$ cat config.mk
export PLATFORM = sky130hd
export DESIGN_NAME = utf8_stream_decoder
export DESIGN_NICKNAME = d
export VERILOG_FILES = /design/src/hw/rtl/utf8dec_pkg.sv /design/src/hw/rtl/utf8dec_front.sv /design/src/hw/rtl/utf8dec_queue.sv /design/src/hw/rtl/utf8dec_back.sv /design/src/hw/rtl/utf8_stream_decoder.sv
export SDC_FILE = /design/constraint.sdc
export NUM_CORES = 1
export LEC_CHECK = 0
export BUFFER_PORTS_ARGS = -buffer_cell sky130_fd_sc_hd__buf_2
export CAP_MARGIN = 40
export CORE_ASPECT_RATIO = 0.9
export CORE_MARGIN = 5
export CORE_UTILIZATION = 30
export DETAILED_ROUTE_END_ITERATION = 10
export HOLD_SLACK_MARGIN = 0.06
export SLEW_MARGIN = 20
export SYNTH_ARGS = -nofsm -noshare
export SYNTH_HDL_FRONTEND = slang
export SYNTH_SLANG_ARGS = --single-unit
$ cat constraint.sdc
create_clock -name clk -period 8.7 [get_ports clk]
set_input_delay 0 -clock clk [delete_from_list [all_inputs] [get_ports clk]]
set_output_delay 0 -clock clk [all_outputs]
set_load 0.02 [all_outputs]
$ cat src/hw/rtl/utf8dec_pkg.sv
// shared types, constants and byte classification for the utf-8 stream decoder
package utf8dec_pkg;

  localparam int CP_W   = 21;
  localparam int USED_W = 3;
  localparam int QDEPTH = 4;
  localparam int QPTR_W = $clog2(QDEPTH);
  localparam int QCNT_W = QPTR_W + 1;

  localparam logic [CP_W-1:0] CP_REPL = 21'h00FFFD;
  localparam logic [CP_W-1:0] SURR_LO = 21'h00D800;
  localparam logic [CP_W-1:0] SURR_HI = 21'h00DFFF;
  localparam logic [CP_W-1:0] CP_MAX  = 21'h10FFFF;

  typedef enum logic [2:0] {
    CLS_CONT  = 3'd0,
    CLS_LEAD1 = 3'd1,
    CLS_LEAD2 = 3'd2,
    CLS_LEAD3 = 3'd3,
    CLS_LEAD4 = 3'd4,
    CLS_BAD   = 3'd5
  } byte_class_t;

  typedef struct packed {
    logic [CP_W-1:0]   cp;
    logic              rep;
    logic [USED_W-1:0] used;
  } result_t;

  // one queue entry: results of one transaction, one or two
  typedef struct packed {
    logic    two;
    result_t r0;
    result_t r1;
  } entry_t;

  typedef struct packed {
    logic   valid;
    entry_t entry;
  } q_port_t;

  function automatic byte_class_t classify(input logic [7:0] b);
    byte_class_t c;
    if (b[7:6] == 2'b10)         c = CLS_CONT;
    else if (!b[7])              c = CLS_LEAD1;
    else if (b[7:5] == 3'b110)   c = CLS_LEAD2;
    else if (b[7:4] == 4'b1110)  c = CLS_LEAD3;
    else if (b[7:3] == 5'b11110) c = CLS_LEAD4;
    else                         c = CLS_BAD;
    return c;
  endfunction

  function automatic logic [CP_W-1:0] len_min(input logic [USED_W-1:0] len);
    logic [CP_W-1:0] v;
    unique case (len)
      3'd2:    v = 21'h000080;
      3'd3:    v = 21'h000800;
      3'd4:    v = 21'h010000;
      default: v = '0;
    endcase
    return v;
  endfunction

  function automatic logic [CP_W-1:0] len_max(input logic [USED_W-1:0] len);
    logic [CP_W-1:0] v;
    unique case (len)
      3'd1:    v = 21'h00007F;
      3'd2:    v = 21'h0007FF;
      3'd3:    v = 21'h00FFFF;
      3'd4:    v = CP_MAX;
      default: v = CP_MAX;
    endcase
    return v;
  endfunction

endpackage

$ cat src/hw/rtl/utf8dec_front.sv
// front end: byte classification, sequence state and result building
module utf8dec_front (
  input  logic                clk,
  input  logic                rst_n,
  input  logic                accept,
  input  logic [7:0]          byte_in,
  input  logic                end_of_text,
  output utf8dec_pkg::q_port_t push
);
  import utf8dec_pkg::*;

  logic [USED_W-1:0] exp_len_r, exp_len_nxt;
  logic [USED_W-1:0] seen_r, seen_nxt;
  logic [CP_W-1:0]   acc_r, acc_nxt;

  byte_class_t       cls;
  logic              pending;
  logic [CP_W-1:0]   acc_cat;
  logic [USED_W-1:0] seen_inc;
  logic [CP_W-1:0]   payload;
  logic              bad;
  logic              have;
  logic              two;
  result_t           r0, r1, rb;

  assign cls      = classify(byte_in);
  assign pending  = (exp_len_r != '0);
  assign acc_cat  = {acc_r[CP_W-7:0], byte_in[5:0]};
  assign seen_inc = seen_r + 3'd1;
  assign bad      = (acc_cat < len_min(exp_len_r)) || (acc_cat > len_max(exp_len_r)) ||
                    ((acc_cat >= SURR_LO) && (acc_cat <= SURR_HI));

  always_comb begin
    unique case (cls)
      CLS_LEAD2: payload = {16'd0, byte_in[4:0]};
      CLS_LEAD3: payload = {17'd0, byte_in[3:0]};
      CLS_LEAD4: payload = {18'd0, byte_in[2:0]};
      default:   payload = '0;
    endcase
  end

  always_comb begin
    exp_len_nxt = exp_len_r;
    seen_nxt    = seen_r;
    acc_nxt     = acc_r;
    have        = 1'b0;
    two         = 1'b0;
    r0          = '{cp: CP_REPL, rep: 1'b1, used: 3'd1};
    r1          = '{cp: CP_REPL, rep: 1'b1, used: 3'd1};
    rb          = '{cp: CP_REPL, rep: 1'b1, used: 3'd1};
    if (pending && cls == CLS_CONT) begin
      acc_nxt  = acc_cat;
      seen_nxt = seen_inc;
      if (seen_inc >= exp_len_r) begin
        have        = 1'b1;
        r0.cp       = bad ? CP_REPL : acc_cat;
        r0.rep      = bad;
        r0.used     = exp_len_r;
        exp_len_nxt = '0;
        seen_nxt    = '0;
        acc_nxt     = '0;
      end
    end else begin
      // truncated sequence reports first, then this byte restarts decoding
      if (pending) begin
        have        = 1'b1;
        r0.used     = seen_r;
        exp_len_nxt = '0;
        seen_nxt    = '0;
        acc_nxt     = '0;
      end
      case (cls) inside
        CLS_CONT, CLS_BAD, CLS_LEAD1: begin
          if (cls == CLS_LEAD1) begin
            rb.cp  = {13'd0, byte_in};
            rb.rep = 1'b0;
          end
          if (pending) begin
            two = 1'b1;
            r1  = rb;
          end else begin
            have = 1'b1;
            r0   = rb;
          end
        end
        default: begin
          exp_len_nxt = cls[USED_W-1:0];
          seen_nxt    = 3'd1;
          acc_nxt     = payload;
        end
      endcase
    end
    if (end_of_text) begin
      exp_len_nxt = '0;
      seen_nxt    = '0;
      acc_nxt     = '0;
    end
  end

  always_ff @(posedge clk) begin
    if (!rst_n) begin
      exp_len_r <= '0;
      seen_r    <= '0;
      acc_r     <= '0;
    end else if (accept) begin
      exp_len_r <= exp_len_nxt;
      seen_r    <= seen_nxt;
      acc_r     <= acc_nxt;
    end
  end

  assign push.valid     = accept && have;
  assign push.entry.two = two;
  assign push.entry.r0  = r0;
  assign push.entry.r1  = r1;

endmodule

$ cat src/hw/rtl/utf8dec_queue.sv
// small fifo of decoded entries between front and back end
module utf8dec_queue (
  input  logic                 clk,
  input  logic                 rst_n,
  input  utf8dec_pkg::q_port_t push,
  input  logic                 pop,
  output utf8dec_pkg::q_port_t head,
  output logic                 full
);
  import utf8dec_pkg::*;

  entry_t            mem_r [QDEPTH];
  logic [QPTR_W-1:0] wr_ptr_r, rd_ptr_r;
  logic [QCNT_W-1:0] count_r, count_nxt;
  logic              do_pop;

  assign full       = (count_r == QCNT_W'(QDEPTH));
  assign head.valid = (count_r != '0);
  assign head.entry = mem_r[rd_ptr_r];
  assign do_pop     = pop && head.valid;

  always_comb begin
    count_nxt = count_r;
    if (push.valid && !do_pop)      count_nxt = count_r + 1'b1;
    else if (!push.valid && do_pop) count_nxt = count_r - 1'b1;
  end

  always_ff @(posedge clk) begin
    if (push.valid) mem_r[wr_ptr_r] <= push.entry;
  end

  always_ff @(posedge clk) begin
    if (!rst_n) begin
      wr_ptr_r <= '0;
      rd_ptr_r <= '0;
      count_r  <= '0;
    end else begin
      if (push.valid) wr_ptr_r <= wr_ptr_r + 1'b1;
      if (do_pop)     rd_ptr_r <= rd_ptr_r + 1'b1;
      count_r <= count_nxt;
    end
  end

endmodule

$ cat src/hw/rtl/utf8dec_back.sv
// back end: output register that walks the one or two results of each entry
module utf8dec_back (
  input  logic                       clk,
  input  logic                       rst_n,
  input  utf8dec_pkg::q_port_t       head,
  output logic                       pop,
  output logic                       out_valid,
  input  logic                       out_ready,
  output logic [utf8dec_pkg::CP_W-1:0]   out_code_point,
  output logic                       out_replaced,
  output logic [utf8dec_pkg::USED_W-1:0] out_bytes_used,
  output logic                       out_last_of_run
);
  import utf8dec_pkg::*;

  entry_t  cur_r;
  logic    cur_valid_r;
  logic    sub_r;
  logic    taken;
  logic    done;
  logic    load;
  result_t sel;

  assign taken = cur_valid_r && out_ready;
  assign done  = taken && (sub_r || !cur_r.two);
  assign load  = !cur_valid_r || done;
  assign pop   = load && head.valid;
  assign sel   = sub_r ? cur_r.r1 : cur_r.r0;

  always_ff @(posedge clk) begin
    if (!rst_n) begin
      cur_valid_r <= 1'b0;
      sub_r       <= 1'b0;
    end else if (load) begin
      cur_valid_r <= head.valid;
      sub_r       <= 1'b0;
    end else if (taken) begin
      sub_r <= 1'b1;
    end
  end

  always_ff @(posedge clk) begin
    if (load) cur_r <= head.entry;
  end

  assign out_valid       = cur_valid_r;
  assign out_code_point  = sel.cp;
  assign out_replaced    = sel.rep;
  assign out_bytes_used  = sel.used;
  assign out_last_of_run = sub_r || !cur_r.two;

endmodule

$ cat src/hw/rtl/utf8_stream_decoder.sv
// top level of the utf-8 stream decoder
//
// channel | direction | handshake             | payload
// in_     | input     | in_valid / in_ready   | in_byte_in, in_end_of_text
// out_    | output    | out_valid / out_ready | out_code_point, out_replaced,
//         |           |                       | out_bytes_used, out_last_of_run
//
// one byte per cycle while in_ready is high; the front end decodes it in the
// cycle it is taken; a result passes through the queue and the output register;
// a byte that yields two results holds the output register until both are taken
// in_ready drops only while the four-entry queue is full
// reset is synchronous; it clears the sequence state, queue and output valid
module utf8_stream_decoder (
  input  logic                           clk,
  input  logic                           rst_n,
  input  logic                           in_valid,
  output logic                           in_ready,
  input  logic [7:0]                     in_byte_in,
  input  logic                           in_end_of_text,
  output logic                           out_valid,
  input  logic                           out_ready,
  output logic [utf8dec_pkg::CP_W-1:0]   out_code_point,
  output logic                           out_replaced,
  output logic [utf8dec_pkg::USED_W-1:0] out_bytes_used,
  output logic                           out_last_of_run
);
  import utf8dec_pkg::*;

  q_port_t push;
  q_port_t head;
  logic    full;
  logic    pop;

  assign in_ready = !full;

  utf8dec_front u_front (
    .clk         (clk),
    .rst_n       (rst_n),
    .accept      (in_valid && in_ready),
    .byte_in     (in_byte_in),
    .end_of_text (in_end_of_text),
    .push        (push)
  );

  utf8dec_queue u_queue (
    .clk   (clk),
    .rst_n (rst_n),
    .push  (push),
    .pop   (pop),
    .head  (head),
    .full  (full)
  );

  utf8dec_back u_back (
    .clk             (clk),
    .rst_n           (rst_n),
    .head            (head),
    .pop             (pop),
    .out_valid       (out_valid),
    .out_ready       (out_ready),
    .out_code_point  (out_code_point),
    .out_replaced    (out_replaced),
    .out_bytes_used  (out_bytes_used),
    .out_last_of_run (out_last_of_run)
  );

endmodule

==> out/metrics.yaml <==
gr-total-overflow: 0
cp_cell_sequence: "inv_1 > and3_1 > ha_1 > a21oi_1 > o22ai_1 > a222oi_1 > a22oi_1 > o211ai_1 > nand2_1"
cts.sinks: 205
reg2regPathDepth: 9
synthMostInstantiatedCell: "edfxtp_1"
place_area_um2: 9190
synth_area_um2: 8570
max_freq_mhz: 298
die_h_um: 170
antenna_found_initial: 0
max_slew_margin: 0.464
min_period_ns: 3.36
ys_seq_area_frac: 0.684
dp.cells: 929
worstSetupPathType: "register to register"
nets: 650
num_rows: 58
drv_slew: 0
worst-path-max-fanout: 11
r2r_end: "u_queue.mem_r[0][36]"
coreArea_um2: 28100
cp-start-kind: "register"
yosysTopAreaCellShare: 0.613
synth_edf_count: 175
hold-path-endpoint: "u_queue.mem_r[1][31]"
drt-initial-drc-count: 462
rsz0062_at_grt: "false"
cp.arrival_ns: 3.54
num_vias: 4706
area_delta_synth_final_pct: 18.3
synthTopCellsByArea: "edfxtp_1, mux4_2, dfxtp_1"
io_buffer_count: 40
syn_area_per_cell_um2: 15.8
syn_nets: 573
r2r_slack_ns: 5.34
dieArea_um2: 32000
synthDistinctLibCells: 51
firstDrtPassIters: 5
worstMarginPinSlew_ns: 0.801
path_buf_inv: 1
clockRootBuffer: "clkbuf_16"
cp_slowest_stage_delay_ns: 0.69
grt_max_degree: 37
p_per_area_nw_per_um2: 269
worst_clock_skew_ns: 0.00689
synth_top_area_cell: "edfxtp_1"
cts_buffer_depth: 3
htreeDepth: 1
finalNonFillerCells: 996
maxCapViolations: 0
fin_setup_tns_ns: 0
min_from: "in_byte_in[2]"
n_antenna_cell: 0
status: "completed"
finalHoldViolations: 0
initial_core_util: 0.305
cp_top_family: "compound AO/OA/AOI/OAI gates"
grt_pass1_vias: 4843
fillers: 2655
finalWirelength_mm: 17.4
async_reset_ff_frac: 0
numCtsBuffers: 23
globalplace.congestion: 0.798
stdcell_area_um2: 10100
whs_path_depth: 4
clock_latency_ns: 0.50
hp-class: "input port to register"
drive_above_1_share: 0.217
io_pins: 41
rr_startpoint: "u_front.exp_len_r[2]"
worstPathRequired_ns: 8.88
track_usage: 0.110
grt_pass1_wl_mm: 27.9
wire_per_inst_um: 17.5
end_kind: "register"
cp_slowest_cell: "o211ai_1"
remaining_drc_errors: 0
irDropWorstVdd_v: 0.000122
hold_ws_ns: 0.471
cellLeakagePower_nw: 3.39
dieWidth_um: 188
setup_slack_ns: 5.34
hpwl_mm: 10.9
synth-main-ff-cell: "edfxtp_1"
finalCritPeriodShare: 0.386
synthCells: 542
cts_setup_buffers: 0
viasPerCell: 4.72
tritoncts: "built"
ys_seq_elements: 205
synthTopCellsByCount: "edfxtp_1, mux4_2, dfxtp_1"
setup_viol: 0
clkTransAtPathRegs_ns: 0.06
synth_warnings: 0
ant_nets: 0
dp_slack_ns: 5.32
layer usage:
| layer | routed length (um) | share of wire | global-route usage |
|---|---|---|---|
| met5 | 0 | 0 | 0 |
| met1 | 8250 | 0.47 | 0.158 |
| met3 | 964 | 0.055 | 0.0250 |
| met4 | 231 | 0.013 | 0.0220 |
| met2 | 7950 | 0.46 | 0.173 |
metrics by stage:
| stage | util | total power, mW |
|---|---|---|
| finish | 0.361 | 2.73 |
| global route | 0.361 | 2.88 |
| CTS | 0.361 | 2.77 |
| detailed placement | 0.327 | 1.88 |
| global placement | 0.327 | 1.87 |
| floorplan | - | 1.69 |
registers in the layout, summed over array words and instances (netlist names), 2 cells and up:
register	flops
u_queue.rd_ptr_r	2
u_front.exp_len_r	3
u_front.acc_r	15
u_front.seen_r	3
u_queue.wr_ptr_r	2
u_back.cur_r	35
u_queue.count_r	3
u_queue.mem_r	140
how the worst max path moves through the flow:
stage                                      end  cells past startpoint  slack [ns]                  from
after floorplan           u_queue.mem_r[0][10]                      7        5.74     u_front.seen_r[0]
after global placement    u_queue.mem_r[1][34]                      9        5.32  u_front.exp_len_r[2]
after detailed placement  u_queue.mem_r[2][34]                      9        5.32  u_front.exp_len_r[2]
after CTS                 u_queue.mem_r[2][34]                      9        5.30  u_front.exp_len_r[2]
after global routing      u_queue.mem_r[0][36]                      9        4.92  u_front.exp_len_r[2]
final                     u_queue.mem_r[0][36]                      9        5.34  u_front.exp_len_r[2]
worst reg2reg max path, delay by kind of cell (launching register included):
kind / cells / cell delay (ns)
fa+ha+maj: 1 / 0.32
flops: 1 / 0.54
buf+inv: 1 / 0.15
compound gates: 5 / 1.53
simple gates: 2 / 0.50
cell type report:
cell class                 instances  area (um2)  area share
tap                              360         450      0.0444
sequential                       205        5860       0.578
timing repair buffer              76         533      0.0526
inverter                          27         101      0.0100
clock buffer                      38         672      0.0663
clock inverter                     4        26.3     0.00259
multi-input combinational        286        2490       0.246
cell families after synthesis:
kind of cell               Yosys count  synth area share
AOI/OAI and AO/OA                   73            0.0593
xor gates and xnor gates             7           0.00803
adders and majority gates           18            0.0272
buffers and inverters               51            0.0261
DFF                                205             0.684
muxes                               50             0.111
and+or+nand+nor                    138            0.0851
report_power, final:
| group | leakage, nW | internal (mW) | switching [mW] |
|---|---|---|---|
| Clock | 0.338 | 0.525 | 0.357 |
| Sequential | 1.84 | 1.23 | 0.0428 |
| Combinational | 1.21 | 0.237 | 0.331 |
| Total | 3.39 | 2.00 | 0.731 |
cells in the final DEF (no fill, tap or decap), drive strengths merged, types with 8 or more instances in the layout:
cell type      n
a22oi         17
dlygate4sd3   25
o21ai         16
and2           9
nor3           9
nor2b         28
nand2         25
mux2           8
inv           28
nand3         10
edfxtp       175
dfxtp         30
nor2          23
mux4          35
ha            17
buf           51
clkbuf        38
o21a          10
timing repair:
item,in CTS,in global routing
endpoints found under the hold margin,90,0
hold buffers,25,0
gates resized for setup,0,0
Note: power is estimated with default switching activity, not from simulation.
